### src/u2d_pkg.sv
// shared types and constants of the utf-8 to ucs-2 decoder
`default_nettype none
package u2d_pkg;

   localparam logic [15:0] ERROR_CHAR_RESET = 16'h003F;
   localparam int unsigned QUEUE_DEPTH_DEFAULT = 4;

   typedef enum logic [4:0] {
      PK_NONE    = 5'b00001,
      PK_TWO     = 5'b00010,
      PK_THREE_A = 5'b00100,
      PK_THREE_B = 5'b01000,
      PK_LONG    = 5'b10000
   } pending_kind_type;

   typedef struct packed {
      logic [15:0] code_unit;
      logic        is_error;
      logic        last_of_run;
   } result_type;

   // up to two results caused by one input word
   typedef struct packed {
      result_type first;
      result_type second;
      logic       two;
   } job_type;

endpackage
`default_nettype wire

### src/u2d_ifs.sv
// channel interfaces of the decoder
`default_nettype none
interface u2d_req_if;
   logic       valid;
   logic       ready;
   logic [7:0] in_byte;
   logic       end_of_string;
   modport source (output valid, output in_byte, output end_of_string, input ready);
   modport sink (input valid, input in_byte, input end_of_string, output ready);
endinterface

interface u2d_rsp_if;
   logic        valid;
   logic        ready;
   logic [15:0] code_unit;
   logic        is_error;
   logic        last_of_run;
   modport source (output valid, output code_unit, output is_error, output last_of_run,
                   input ready);
   modport sink (input valid, input code_unit, input is_error, input last_of_run,
                 output ready);
endinterface

interface u2d_csr_if;
   logic        valid;
   logic        ready;
   logic [15:0] error_char;
   modport source (output valid, output error_char, input ready);
   modport sink (input valid, input error_char, output ready);
endinterface
`default_nettype wire

### src/utf8_to_ucs2_decoder_unit.sv
// top level of the utf-8 to ucs-2 decoder
//
//   channel  dir  payload                                   word moved when
//   req_if   in   in_byte[8], end_of_string[1]              valid && ready
//   rsp_if   out  code_unit[16], is_error[1], last_of_run[1] valid && ready
//   csr_if   in   error_char[16]                            valid && ready
//
// one input word per cycle while the job queue is not full; a word that yields
// two results holds the back end for both, absorbed by the job queue between
// front and back. a result passes that queue, then the output register.
// reset restores error_char to 003f and clears the sequence state and queue.
// req_if stalls only when the job queue is full; csr_if never stalls.
`default_nettype none
module utf8_to_ucs2_decoder_unit #(
   parameter int unsigned QUEUE_DEPTH = u2d_pkg::QUEUE_DEPTH_DEFAULT
) (
   input  wire logic clock,
   input  wire logic reset,
   u2d_req_if.sink   req_if,
   u2d_rsp_if.source rsp_if,
   u2d_csr_if.sink   csr_if
);

   logic             queue_full, push, pop, head_valid;
   u2d_pkg::job_type push_job, head_job;

   assign csr_if.ready = 1'b1;

   u2d_front front_i (
      .clock      (clock),
      .reset      (reset),
      .in_valid   (req_if.valid),
      .in_byte    (req_if.in_byte),
      .in_eos     (req_if.end_of_string),
      .queue_full (queue_full),
      .csr_valid  (csr_if.valid),
      .csr_data   (csr_if.error_char),
      .in_ready   (req_if.ready),
      .push       (push),
      .push_job   (push_job)
   );

   u2d_queue #(
      .DEPTH (QUEUE_DEPTH)
   ) queue_i (
      .clock      (clock),
      .reset      (reset),
      .push       (push),
      .push_job   (push_job),
      .pop        (pop),
      .full       (queue_full),
      .head_valid (head_valid),
      .head_job   (head_job)
   );

   u2d_back back_i (
      .clock      (clock),
      .reset      (reset),
      .head_valid (head_valid),
      .head_job   (head_job),
      .pop        (pop),
      .rsp        (rsp_if)
   );

endmodule
`default_nettype wire

### src/u2d_front.sv
// byte classification, sequence state and result selection
`default_nettype none
module u2d_front (
   input  wire logic            clock,
   input  wire logic            reset,
   input  wire logic            in_valid,
   input  wire logic [7:0]      in_byte,
   input  wire logic            in_eos,
   input  wire logic            queue_full,
   input  wire logic            csr_valid,
   input  wire logic [15:0]     csr_data,
   output logic                 in_ready,
   output logic                 push,
   output u2d_pkg::job_type     push_job
);

   u2d_pkg::pending_kind_type kind_ff, kind_in;
   logic [9:0]  partial_ff, partial_in;
   logic [1:0]  long_count_ff, long_count_in;
   logic [15:0] error_char_ff, error_char_in;

   logic        accept, cont, consumed, ends;
   logic        a_hit, m_hit, f_hit;
   logic        a_ok, m_ok, f_ok;
   logic [15:0] m_cu;
   logic        m_err;
   u2d_pkg::result_type a_res, m_res, f_res;

   assign in_ready = !queue_full;
   assign accept   = in_valid && in_ready;
   assign cont     = (in_byte[7:6] == 2'b10);
   assign ends     = in_eos || (in_byte == 8'h00);
   assign error_char_in = csr_valid ? csr_data : error_char_ff;

   always_comb begin
      kind_in       = kind_ff;
      partial_in    = partial_ff;
      long_count_in = long_count_ff;
      a_hit    = 1'b0;
      m_hit    = 1'b0;
      f_hit    = 1'b0;
      m_cu     = 16'h0000;
      m_err    = 1'b0;
      consumed = 1'b0;
      if (kind_ff != u2d_pkg::PK_NONE) begin
         if (!cont) begin
            a_hit         = 1'b1;
            kind_in       = u2d_pkg::PK_NONE;
            partial_in    = 10'd0;
            long_count_in = 2'd0;
         end else begin
            consumed = 1'b1;
            unique case (kind_ff)
               u2d_pkg::PK_TWO, u2d_pkg::PK_THREE_B: begin
                  m_hit         = 1'b1;
                  m_cu          = {partial_ff, in_byte[5:0]};
                  kind_in       = u2d_pkg::PK_NONE;
                  partial_in    = 10'd0;
                  long_count_in = 2'd0;
               end
               u2d_pkg::PK_THREE_A: begin
                  partial_in = {partial_ff[3:0], in_byte[5:0]};
                  kind_in    = u2d_pkg::PK_THREE_B;
               end
               u2d_pkg::PK_LONG: begin
                  if (long_count_ff >= 2'd2) begin
                     m_hit         = 1'b1;
                     m_cu          = error_char_ff;
                     m_err         = 1'b1;
                     kind_in       = u2d_pkg::PK_NONE;
                     partial_in    = 10'd0;
                     long_count_in = 2'd0;
                  end else begin
                     long_count_in = long_count_ff + 2'd1;
                  end
               end
               default: begin
                  kind_in       = u2d_pkg::PK_NONE;
                  partial_in    = 10'd0;
                  long_count_in = 2'd0;
               end
            endcase
         end
      end
      if (!consumed) begin
         priority if (in_byte == 8'h00) begin
            kind_in       = u2d_pkg::PK_NONE;
            partial_in    = 10'd0;
            long_count_in = 2'd0;
         end else if (!in_byte[7]) begin
            m_hit = 1'b1;
            m_cu  = {8'h00, in_byte};
         end else if (in_byte[7:5] == 3'b110) begin
            kind_in       = u2d_pkg::PK_TWO;
            partial_in    = {5'd0, in_byte[4:0]};
            long_count_in = 2'd0;
         end else if (in_byte[7:4] == 4'b1110) begin
            kind_in       = u2d_pkg::PK_THREE_A;
            partial_in    = {6'd0, in_byte[3:0]};
            long_count_in = 2'd0;
         end else if (in_byte[7:3] == 5'b11110) begin
            kind_in       = u2d_pkg::PK_LONG;
            partial_in    = 10'd0;
            long_count_in = 2'd0;
         end else begin
            m_hit = 1'b1;
            m_cu  = error_char_ff;
            m_err = 1'b1;
         end
      end
      if (ends) begin
         f_hit         = (kind_in != u2d_pkg::PK_NONE);
         kind_in       = u2d_pkg::PK_NONE;
         partial_in    = 10'd0;
         long_count_in = 2'd0;
      end
   end

   // zero code units are never delivered
   assign a_ok = a_hit && (error_char_ff != 16'h0000);
   assign m_ok = m_hit && (m_cu != 16'h0000);
   assign f_ok = f_hit && (error_char_ff != 16'h0000);

   assign a_res = '{code_unit: error_char_ff, is_error: 1'b1, last_of_run: 1'b0};
   assign m_res = '{code_unit: m_cu, is_error: m_err, last_of_run: 1'b0};
   assign f_res = '{code_unit: error_char_ff, is_error: 1'b1, last_of_run: 1'b1};

   always_comb begin
      push_job     = '0;
      push_job.two = (a_ok && m_ok) || (a_ok && f_ok) || (m_ok && f_ok);
      priority if (a_ok) begin
         push_job.first  = a_res;
         push_job.second = m_ok ? m_res : f_res;
      end else if (m_ok) begin
         push_job.first  = m_res;
         push_job.second = f_res;
      end else begin
         push_job.first  = f_res;
         push_job.second = f_res;
      end
      push_job.first.last_of_run  = !push_job.two;
      push_job.second.last_of_run = 1'b1;
   end

   assign push = accept && (a_ok || m_ok || f_ok);

   always_ff @(posedge clock) begin
      if (reset) begin
         kind_ff       <= u2d_pkg::PK_NONE;
         partial_ff    <= 10'd0;
         long_count_ff <= 2'd0;
         error_char_ff <= u2d_pkg::ERROR_CHAR_RESET;
      end else begin
         error_char_ff <= error_char_in;
         if (accept) begin
            kind_ff       <= kind_in;
            partial_ff    <= partial_in;
            long_count_ff <= long_count_in;
         end
      end
   end

`ifndef NO_ASSERTIONS
   a_two_nonzero: assert property (@(posedge clock) disable iff (reset)
      push && push_job.two |-> push_job.second.code_unit != 16'h0000)
      else $error("second result of a word is zero");
   a_long_no_bits: assert property (@(posedge clock) disable iff (reset)
      kind_ff == u2d_pkg::PK_LONG |-> partial_ff == 10'd0)
      else $error("long sequence carries payload bits");
`endif

endmodule
`default_nettype wire

### src/u2d_queue.sv
// short job queue between front and back
`default_nettype none
module u2d_queue #(
   parameter int unsigned DEPTH = u2d_pkg::QUEUE_DEPTH_DEFAULT
) (
   input  wire logic             clock,
   input  wire logic             reset,
   input  wire logic             push,
   input  wire u2d_pkg::job_type push_job,
   input  wire logic             pop,
   output logic                  full,
   output logic                  head_valid,
   output u2d_pkg::job_type      head_job
);

   localparam int unsigned AW = (DEPTH > 1) ? $clog2(DEPTH) : 1;
   localparam int unsigned CW = $clog2(DEPTH + 1);

   u2d_pkg::job_type store_ff [DEPTH];
   logic [AW-1:0] wr_ptr_ff, wr_ptr_in, rd_ptr_ff, rd_ptr_in;
   logic [CW-1:0] count_ff, count_in;

   function automatic logic [AW-1:0] bump(input logic [AW-1:0] p);
      logic [AW-1:0] r;
      r = (p == AW'(DEPTH - 1)) ? '0 : p + AW'(1);
      return r;
   endfunction

   assign full       = (count_ff == CW'(DEPTH));
   assign head_valid = (count_ff != '0);
   assign head_job   = store_ff[rd_ptr_ff];

   assign wr_ptr_in = push ? bump(wr_ptr_ff) : wr_ptr_ff;
   assign rd_ptr_in = pop ? bump(rd_ptr_ff) : rd_ptr_ff;
   always_comb begin
      count_in = count_ff;
      if (push && !pop) begin
         count_in = count_ff + CW'(1);
      end else if (pop && !push) begin
         count_in = count_ff - CW'(1);
      end
   end

   always_ff @(posedge clock) begin
      if (push) begin
         store_ff[wr_ptr_ff] <= push_job;
      end
   end

   always_ff @(posedge clock) begin
      if (reset) begin
         wr_ptr_ff <= '0;
         rd_ptr_ff <= '0;
         count_ff  <= '0;
      end else begin
         wr_ptr_ff <= wr_ptr_in;
         rd_ptr_ff <= rd_ptr_in;
         count_ff  <= count_in;
      end
   end

`ifndef NO_ASSERTIONS
   a_no_overflow: assert property (@(posedge clock) disable iff (reset)
      !(push && full))
      else $error("push into full queue");
   a_no_underflow: assert property (@(posedge clock) disable iff (reset)
      pop |-> head_valid)
      else $error("pop from empty queue");
`endif

endmodule
`default_nettype wire

### src/u2d_back.sv
// result sequencing and output register
`default_nettype none
module u2d_back (
   input  wire logic             clock,
   input  wire logic             reset,
   input  wire logic             head_valid,
   input  wire u2d_pkg::job_type head_job,
   output logic                  pop,
   u2d_rsp_if.source             rsp
);

   logic                rsp_valid_ff, rsp_valid_in;
   u2d_pkg::result_type rsp_data_ff, rsp_data_in;
   logic                second_ff, second_in;
   logic                load;

   assign load = head_valid && (!rsp_valid_ff || rsp.ready);
   assign pop  = load && (second_ff || !head_job.two);

   assign rsp_data_in  = second_ff ? head_job.second : head_job.first;
   assign rsp_valid_in = load || (rsp_valid_ff && !rsp.ready);
   assign second_in    = load ? !pop : second_ff;

   always_ff @(posedge clock) begin
      if (load) begin
         rsp_data_ff <= rsp_data_in;
      end
   end

   always_ff @(posedge clock) begin
      if (reset) begin
         rsp_valid_ff <= 1'b0;
         second_ff    <= 1'b0;
      end else begin
         rsp_valid_ff <= rsp_valid_in;
         second_ff    <= second_in;
      end
   end

   assign rsp.valid       = rsp_valid_ff;
   assign rsp.code_unit   = rsp_data_ff.code_unit;
   assign rsp.is_error    = rsp_data_ff.is_error;
   assign rsp.last_of_run = rsp_data_ff.last_of_run;

`ifndef NO_ASSERTIONS
   a_second_has_head: assert property (@(posedge clock) disable iff (reset)
      second_ff |-> head_valid && head_job.two)
      else $error("second result pending without a two-result job");
   a_word_nonzero: assert property (@(posedge clock) disable iff (reset)
      rsp_valid_ff |-> rsp_data_ff.code_unit != 16'h0000)
      else $error("zero code unit delivered");
`endif

endmodule
`default_nettype wire
### src/flat_wrapper.sv
// flat-port wrapper written by rule: the top's interface ports become plain ports
module utf8_to_ucs2_decoder_unit_flat 
#(
   parameter int unsigned QUEUE_DEPTH = u2d_pkg::QUEUE_DEPTH_DEFAULT
)
  (clock, reset, req_if_valid, req_if_in_byte, req_if_end_of_string, req_if_ready, rsp_if_valid, rsp_if_code_unit, rsp_if_is_error, rsp_if_last_of_run, rsp_if_ready, csr_if_valid, csr_if_error_char, csr_if_ready);
  u2d_req_if req_if_i ();
  u2d_rsp_if rsp_if_i ();
  u2d_csr_if csr_if_i ();
  input  wire logic clock;
  input  wire logic reset;
  input wire logic [$bits(req_if_i.valid)-1:0] req_if_valid;
  input wire logic [$bits(req_if_i.in_byte)-1:0] req_if_in_byte;
  input wire logic [$bits(req_if_i.end_of_string)-1:0] req_if_end_of_string;
  output wire logic [$bits(req_if_i.ready)-1:0] req_if_ready;
  output wire logic [$bits(rsp_if_i.valid)-1:0] rsp_if_valid;
  output wire logic [$bits(rsp_if_i.code_unit)-1:0] rsp_if_code_unit;
  output wire logic [$bits(rsp_if_i.is_error)-1:0] rsp_if_is_error;
  output wire logic [$bits(rsp_if_i.last_of_run)-1:0] rsp_if_last_of_run;
  input wire logic [$bits(rsp_if_i.ready)-1:0] rsp_if_ready;
  input wire logic [$bits(csr_if_i.valid)-1:0] csr_if_valid;
  input wire logic [$bits(csr_if_i.error_char)-1:0] csr_if_error_char;
  output wire logic [$bits(csr_if_i.ready)-1:0] csr_if_ready;
  assign req_if_i.valid = req_if_valid;
  assign req_if_i.in_byte = req_if_in_byte;
  assign req_if_i.end_of_string = req_if_end_of_string;
  assign req_if_ready = req_if_i.ready;
  assign rsp_if_valid = rsp_if_i.valid;
  assign rsp_if_code_unit = rsp_if_i.code_unit;
  assign rsp_if_is_error = rsp_if_i.is_error;
  assign rsp_if_last_of_run = rsp_if_i.last_of_run;
  assign rsp_if_i.ready = rsp_if_ready;
  assign csr_if_i.valid = csr_if_valid;
  assign csr_if_i.error_char = csr_if_error_char;
  assign csr_if_ready = csr_if_i.ready;
  utf8_to_ucs2_decoder_unit #(.QUEUE_DEPTH(QUEUE_DEPTH)) u_core (.clock(clock), .reset(reset), .req_if(req_if_i), .rsp_if(rsp_if_i), .csr_if(csr_if_i));
endmodule
### config.mk
export PLATFORM = sky130hd
export DESIGN_NAME = utf8_to_ucs2_decoder_unit_flat
export DESIGN_NICKNAME = d
export VERILOG_FILES = /design/src/u2d_pkg.sv /design/src/u2d_ifs.sv /design/src/utf8_to_ucs2_decoder_unit.sv /design/src/u2d_front.sv /design/src/u2d_queue.sv /design/src/u2d_back.sv /design/src/flat_wrapper.sv
export SDC_FILE = /design/constraint.sdc
export NUM_CORES = 1
export LEC_CHECK = 0
export ABC_AREA = 1
export BUFFER_PORTS_ARGS = -buffer_cell sky130_fd_sc_hd__buf_2
export CORE_MARGIN = 10
export CORE_UTILIZATION = 40
export CTS_CLUSTER_DIAMETER = 40
export CTS_CLUSTER_SIZE = 25
export DETAILED_ROUTE_END_ITERATION = 8
export PLACE_DENSITY_LB_ADDON = 0.15
export SYNTH_ARGS = -nofsm -noshare
export SYNTH_HDL_FRONTEND = slang
export SYNTH_SLANG_ARGS = --single-unit
### constraint.sdc
create_clock -name clock -period 4.2 [get_ports clock]
set_input_delay 0.84 -clock clock [delete_from_list [all_inputs] [get_ports clock]]
set_output_delay 0.84 -clock clock [all_outputs]
set_load 0.02 [all_outputs]
# Yosys cells after proc, flatten, opt, wreduce, memory -nomap -nowiden

Memory sizes are Yosys's and may differ from the RTL's. A register that Yosys moved wholly into a read port is not among the register bits.
Cells that the tools add are included.

Bits of input ports: 30
Memories: 1
Output and inout port bits: 21
Flip-flop bits (word level): 60
Logic and storage cells: 145
Bits in writable memories: 144

Memories:

| name                    | depth | bits a word | rd ports | clocked after Yosys merged registers in | wr ports | line            | text |
|---|---|---|---|---|---|---|---|
| u_core.queue_i.store_ff | 4     | 36          | 1        | 1                                       | 1        | u2d_queue.sv:19 | `u2d_pkg::job_type store_ff [DEPTH];` |

Muxes and demuxes: 79
Equality and inequality tests: 13
Reduce and logical (&&, ||, !) cells: 34
Add/sub/neg operators: 5
Magnitude comparators: 1

Operators by type and width:

| cell                  | count |
|---|---|
| $mux W16              | 9 |
| $mux W10              | 10 |
| $mux W36              | 2 |
| $mux W5               | 10 |
| $mux W18              | 2 |
| $pmux W16 S2          | 1 |
| $reduce_bool A16 Y1   | 2 |
| $mux W2               | 14 |
| $mux W1               | 25 |
| $pmux W10 S2          | 1 |
| $logic_and A1 B1 Y1   | 13 |
| $eq A5 B5 Y1 const B  | 2 |
| $ne A5 B1 Y1 const B  | 2 |
| $pmux W5 S2           | 1 |
| $logic_not A8 Y1      | 1 |
| $logic_or A1 B1 Y1    | 8 |
| $logic_not A1 Y1      | 7 |
| $add A2 B1 Y2 const B | 3 |
| $eq A2 B2 Y1 const B  | 3 |
| $eq A3 B3 Y1 const B  | 2 |
| $mux W3               | 2 |
| $eq A5 B2 Y1 const B  | 1 |
| $eq A5 B3 Y1 const B  | 1 |
| $eq A5 B4 Y1 const B  | 1 |
| other kinds (9)       | 9 |

# Longest topological paths before layout

Word-level depth: 20
Gate-level depth with buffers: 22
Gate-level depth less buffers: 22

# Hierarchy

From an unflattened synthesis, not the netlist that was laid out.

Cells, all modules: 980
Area total of the unflattened synthesis: 9643.0 um2

Modules (own cells, without submodules):

| module                    | instances | area an instance (um2) | sequential area each (um2) | cells an instance |
|---|---|---|---|---|
| u2d_queue                 | 1         | 5949.5                 | 4624.4                     | 418 |
| u2d_front                 | 1         | 2790.2                 | 660.6                      | 469 |
| u2d_back                  | 1         | 892.1                  | 580.6                      | 91 |
| utf8_to_ucs2_decoder_unit | 1         | 11.3                   | 0.0                        | 2 |

# Worst setup path after synthesis

Ideal clock, no wire load.

Path type: input to register
From: in req_if_in_byte[7]
To: mem u_core.queue_i.store_ff[0][0] in the netlist's numbering (enable)
Required time: 3771 ps
Slack: 303 ps
Setup time: 429 ps
Path buffers: 0
Cell stages on the path: 15
Data arrival time: 3468 ps
Cells stage by stage: nand2_1 -> inv_2 -> nand2_4 -> nand2_4 -> nor2_4 -> nand2_2 -> nand2_2 -> nand2_1 -> nand2_1 -> nor2_1 -> nand2_1 -> nor2_1 -> nand4_1 -> nand2_1 -> nor2_1

Word-level cells in the longest chain between the ends: 16
Elaborated cells between the ends (all ways): 45
Those cells by class: eq/ne: 5; mux: 31; reduce/logical: 9

Ends and longest elaborated chain:

| item                                                             | line                               | text |
|---|---|---|
| start: declaration                                               | flat_wrapper.sv:13                 | `input wire logic [$bits(req_if_i.in_byte)-1:0] req_if_in_byte;` |
| $eq A2 B2 Y1                                                     | u2d_front.sv:31                    | `assign cont = (in_byte[7:6] == 2'b10);` |
| $mux W5 / $mux W16 (equally long branches)                       | u2d_front.sv:46                    | `if (!cont) begin` |
| $mux W5 / $mux W16 (equally long branches)                       | u2d_front.sv:45                    | `if (kind_ff != u2d_pkg::PK_NONE) begin` |
| $mux W5 / $mux W16 (equally long branches)                       | u2d_front.sv:101                   | `end else if (in_byte[7:3] == 5'b11110) begin` |
| $mux W5 / $mux W16 (equally long branches)                       | u2d_front.sv:97                    | `end else if (in_byte[7:4] == 4'b1110) begin` |
| $mux W5 / $mux W16 (equally long branches)                       | u2d_front.sv:93                    | `end else if (in_byte[7:5] == 3'b110) begin` |
| $mux W5 / $mux W16 (equally long branches)                       | u2d_front.sv:90                    | `end else if (!in_byte[7]) begin` |
| $mux W5 / $mux W16 (equally long branches)                       | u2d_front.sv:86                    | `priority if (in_byte == 8'h00) begin` |
| $mux W5 / $mux W16 (equally long branches)                       | u2d_front.sv:85                    | `if (!consumed) begin` |
| $ne A5 B1 Y1 / $reduce_bool A16 Y1 (equally long branches)       | u2d_front.sv:112, u2d_front.sv:121 |  |
| $mux W1 / $logic_and A1 B1 Y1 (equally long branches)            | u2d_front.sv:111, u2d_front.sv:121 |  |
| $logic_and A1 B1 Y1 / $logic_or A1 B1 Y1 (equally long branches) | u2d_front.sv:122, u2d_front.sv:145 |  |
| $logic_or A1 B1 Y1 (*)                                           | u2d_front.sv:145                   | `assign push = accept && (a_ok \|\| m_ok \|\| f_ok);` |
| $logic_and A1 B1 Y1 (*)                                          | u2d_front.sv:145                   |  |
| $mux W1 (*)                                                      | u2d_queue.sv:45                    | `if (push) begin` |
| $mux W1 (implied by the code) (*)                                | u2d_queue.sv:46                    | `store_ff[wr_ptr_ff] <= push_job;` |
| end: declaration                                                 | u2d_queue.sv:19                    |  |

Every way passes the cells marked *; elsewhere a longest branch is shown, timed or not.

# Worst setup path in the final report

From: in req_if_in_byte[7]
To: reg u_core.queue_i.count_ff[2]

Word-level cells in the longest chain between the ends: 17
Elaborated cells between the ends (all ways): 48
Those cells by class: eq/ne: 5; mux: 30; reduce/logical: 13

Ends and longest elaborated chain:

| item                                                             | line                               | text |
|---|---|---|
| $eq A2 B2 Y1                                                     | u2d_front.sv:31                    |  |
| $mux W5 / $mux W16 (equally long branches)                       | u2d_front.sv:46                    |  |
| $mux W5 / $mux W16 (equally long branches)                       | u2d_front.sv:45                    |  |
| $mux W5 / $mux W16 (equally long branches)                       | u2d_front.sv:101                   |  |
| $mux W5 / $mux W16 (equally long branches)                       | u2d_front.sv:97                    |  |
| $mux W5 / $mux W16 (equally long branches)                       | u2d_front.sv:93                    |  |
| $mux W5 / $mux W16 (equally long branches)                       | u2d_front.sv:90                    |  |
| $mux W5 / $mux W16 (equally long branches)                       | u2d_front.sv:86                    |  |
| (+2 left out)                                                    | --                                 |  |
| $mux W1 / $logic_and A1 B1 Y1 (equally long branches)            | u2d_front.sv:111, u2d_front.sv:121 |  |
| $logic_and A1 B1 Y1 / $logic_or A1 B1 Y1 (equally long branches) | u2d_front.sv:122, u2d_front.sv:145 |  |
| $logic_or A1 B1 Y1 (*)                                           | u2d_front.sv:145                   |  |
| $logic_and A1 B1 Y1 (*)                                          | u2d_front.sv:145                   |  |
| named net u_core.front_i.push                                    | u2d_front.sv:13                    | `output logic push,` |
| $logic_not A1 Y1                                                 | u2d_queue.sv:39                    | `end else if (pop && !push) begin` |
| $logic_and A1 B1 Y1                                              | u2d_queue.sv:39                    |  |
| $reduce_bool A2 Y1 (no source line)                              | --                                 |  |
| end signal: assignment                                           | u2d_queue.sv:58                    | `count_ff <= count_in;` |
| end: declaration                                                 | u2d_queue.sv:21                    | `logic [CW-1:0] count_ff, count_in;` |

The timed path passes the listed nets; every way through them passes the cells marked *.
A chain may end at the register's enable or synchronous reset.

==> reports/qor.yml <==
outcome: "finished, final reports clean"
final_common_cell: "nor2_1"
drtIter0Drc: 598
p_leak_uw: 0.00418
cts_hold_buf: 0
fp.dieArea_um2: 29600
place_ws_ns: 0.397
period_share: 0.812
dr_total_vias: 6856
cap_violations: 0
cts_buffers: 34
drv_slew: 0
routed_via_density: 5.16
finalSetupViolCount: 0
relSlewSlack: 0.493
p_sw_uw: 2270
firstDrtPassIters: 6
sw_frac_of_total: 0.317
antenna_cells: 0
yosysSeqAreaShare: 0.622
synth_top_cell_by_area: "edfxtp_1"
cts_root_buffer: "clkbuf_16"
finalCriticalPeriod_ns: 3.41
path_clk_slew_ns: 0.04
syn_nets: 1000
htreeDepth: 2
cp.required_ns: 4.56
post_cts_resized: 0
power_frac_comb: 0.239
die_y_um: 172
seq_power_share: 0.379
grt_max_degree: 71
synth_top_area_frac: 0.527
drive_gt1_frac: 0.141
final.setup.worst_slack_ns: 0.791
syn_to_final_growth_pct: 18.8
final_cell_mix: "174 x nor2_1, 164 x nand2_1, 162 x edfxtp_1"
syn_inst: 963
grt_usage: 0.152
max-vdd-ir-drop_v: 0.000255
syn_area_um2: 9230
hold_slack_ns: 0.481
insertion_delay_ns: 0.49
clock_skew_ns: 0.0161
port_buffers: 49
critical_path_class: "in -> reg"
cts_tree: "done"
die_w_um: 172
p_clk_frac: 0.382
initial_core_util: 0.408
hold_violations: 0
row_count: 55
ys_ff_latch: 206
post_cts_buffers: 0
ys_warn_count: 0
critPathArrivalTime_ns: 3.77
grt_pass1_wl_um: 35100
routedWlPerCell_um: 17.0
overflow: 0
worst_pin_slew_ns: 0.760
drc: 0
synthTopCellsByArea: "edfxtp_1 53%, dfxtp_1 9.5%, nor2_1 7.3%"
routed_wl_um: 22500
grt_pass1_vias: 6451
core_area_um2: 22600
grt_setup_unrepaired: "no"
p_total_uw: 7170
clock_sinks: 206
antenna_found_initial: 0
startpoint_type: "input port"
ant_nets: 0
hpwl_um: 14300
top_level_ports: 51
clock_path_buffers: 3
nNetsFinal: 1057
crit_fanout: 15
tns_ns: 0
gp_congestion: 0.973
power_density_nw_per_um2: 654
worstHoldPathType: "reg -> reg"
internal_power_uw: 4900
max_freq_mhz: 293
syn_area_per_cell_um2: 9.58
crit_path_end_kind: "register"
synth.distinct_cells: 38
## cells in the mapped netlist
library cell	count
nor2_1	179
nand2_1	164
edfxtp_1	162
o21ai_0	119
inv_1	68
dfxtp_1	44
nand3_1	37
clkbuf_1	32
a21oi_1	26
o21ai_1	22
o22ai_1	20
a31oi_1	19
nor2_4	7
ha_1	6
nand4_1	6
a22oi_1	5
clkinv_1	4
inv_2	4
nand2_2	4
nor4_1	4
buf_1	3
buf_4	3
buf_6	3
nor3_1	3
o221ai_1	3
inv_4	2
nand2_4	2
nor2_2	2
a211oi_1	1
a221o_1	1
a32oi_1	1
buf_2	1
conb_1	1
fa_1	1
nand3_2	1
o211a_1	1
o21a_1	1
o21ai_2	1
## power by group through the flow
stage | clock network [uW] | logic, uW | registers (uW)
final | 2740 | 1720 | 2720
after global routing | 2900 | 1940 | 2750
after CTS | 2800 | 1740 | 2720
after detailed placement | 0 | 1740 | 2760
after global placement | 0 | 1720 | 2760
after floorplan | 0 | 1060 | 2850
## through the flow
stage               cells  instance area (um2)   util
global route         1328                11000  0.484
detailed placement   1269                 9830  0.434
global placement     1269                 9830  0.434
finish               1328                11000  0.484
floorplan             963                 9230      -
CTS                  1328                11000  0.484
## per-layer routing
layer	track usage	wire [um]
met1	0.207	10400
met2	0.238	10300
met3	0.0319	1450
met4	0.0469	382
met5	0	0
## layout make-up
class	count	area [um2]
clock inverters	21	250
inverters	78	298
well taps	285	357
flip-flops and latches	206	5750
repair buffers	63	400
fillers	2075	11700
clock buffers	38	887
multi-input cells	637	3030
## worst paths after layout
check | start | end | slack (ns) | depth (start not counted)
setup reg to reg | u_core.front_i.kind_ff[4] | u_core.queue_i.count_ff[2] | 0.94 | 17
hold / removal | u_core.queue_i.count_ff[2] | u_core.queue_i.count_ff[2] | 0.48 | 2
setup / recovery | req_if_in_byte[7] | u_core.queue_i.count_ff[2] | 0.79 | 18
hold reg to reg | u_core.queue_i.count_ff[2] | u_core.queue_i.count_ff[2] | 0.48 | 2
## logic make-up after synthesis
group,synth area share
AO/OA/AOI/OAI,0.130
adder cells (fa/ha/maj),0.0103
buffers and inverters,0.0531
flip-flops,0.622
other,0.000406
AND/OR/NAND/NOR,0.184
## state kept, by name, summed over array words and instances (netlist names), 2 cells and up, named ones only
name                          cells
u_core.front_i.partial_ff        10
u_core.back_i.rsp.code_unit      16
u_core.queue_i.count_ff           3
u_core.queue_i.store_ff         144
u_core.queue_i.rd_ptr_ff          2
u_core.front_i.kind_ff            5
u_core.queue_i.wr_ptr_ff          2
u_core.front_i.error_char_ff     16
u_core.front_i.long_count_ff      2
## worst max-delay path: stages
cell,delay (ns)
buf_2,0.15
inv_2,0.10
nor2_4,0.28
nand2_2,0.18
inv_1,0.13
o21ai_0,0.12
o21ai_0,0.28
nand3_1,0.18
nand4_1,0.24
nand2_1,0.11
inv_1,0.07
ha_1,0.13
inv_1,0.07
fa_1,0.43
a21oi_1,0.14
o21ai_0,0.11
o21ai_0,0.16
a21oi_1,0.06
Note: power is estimated with default switching activity, not from simulation.
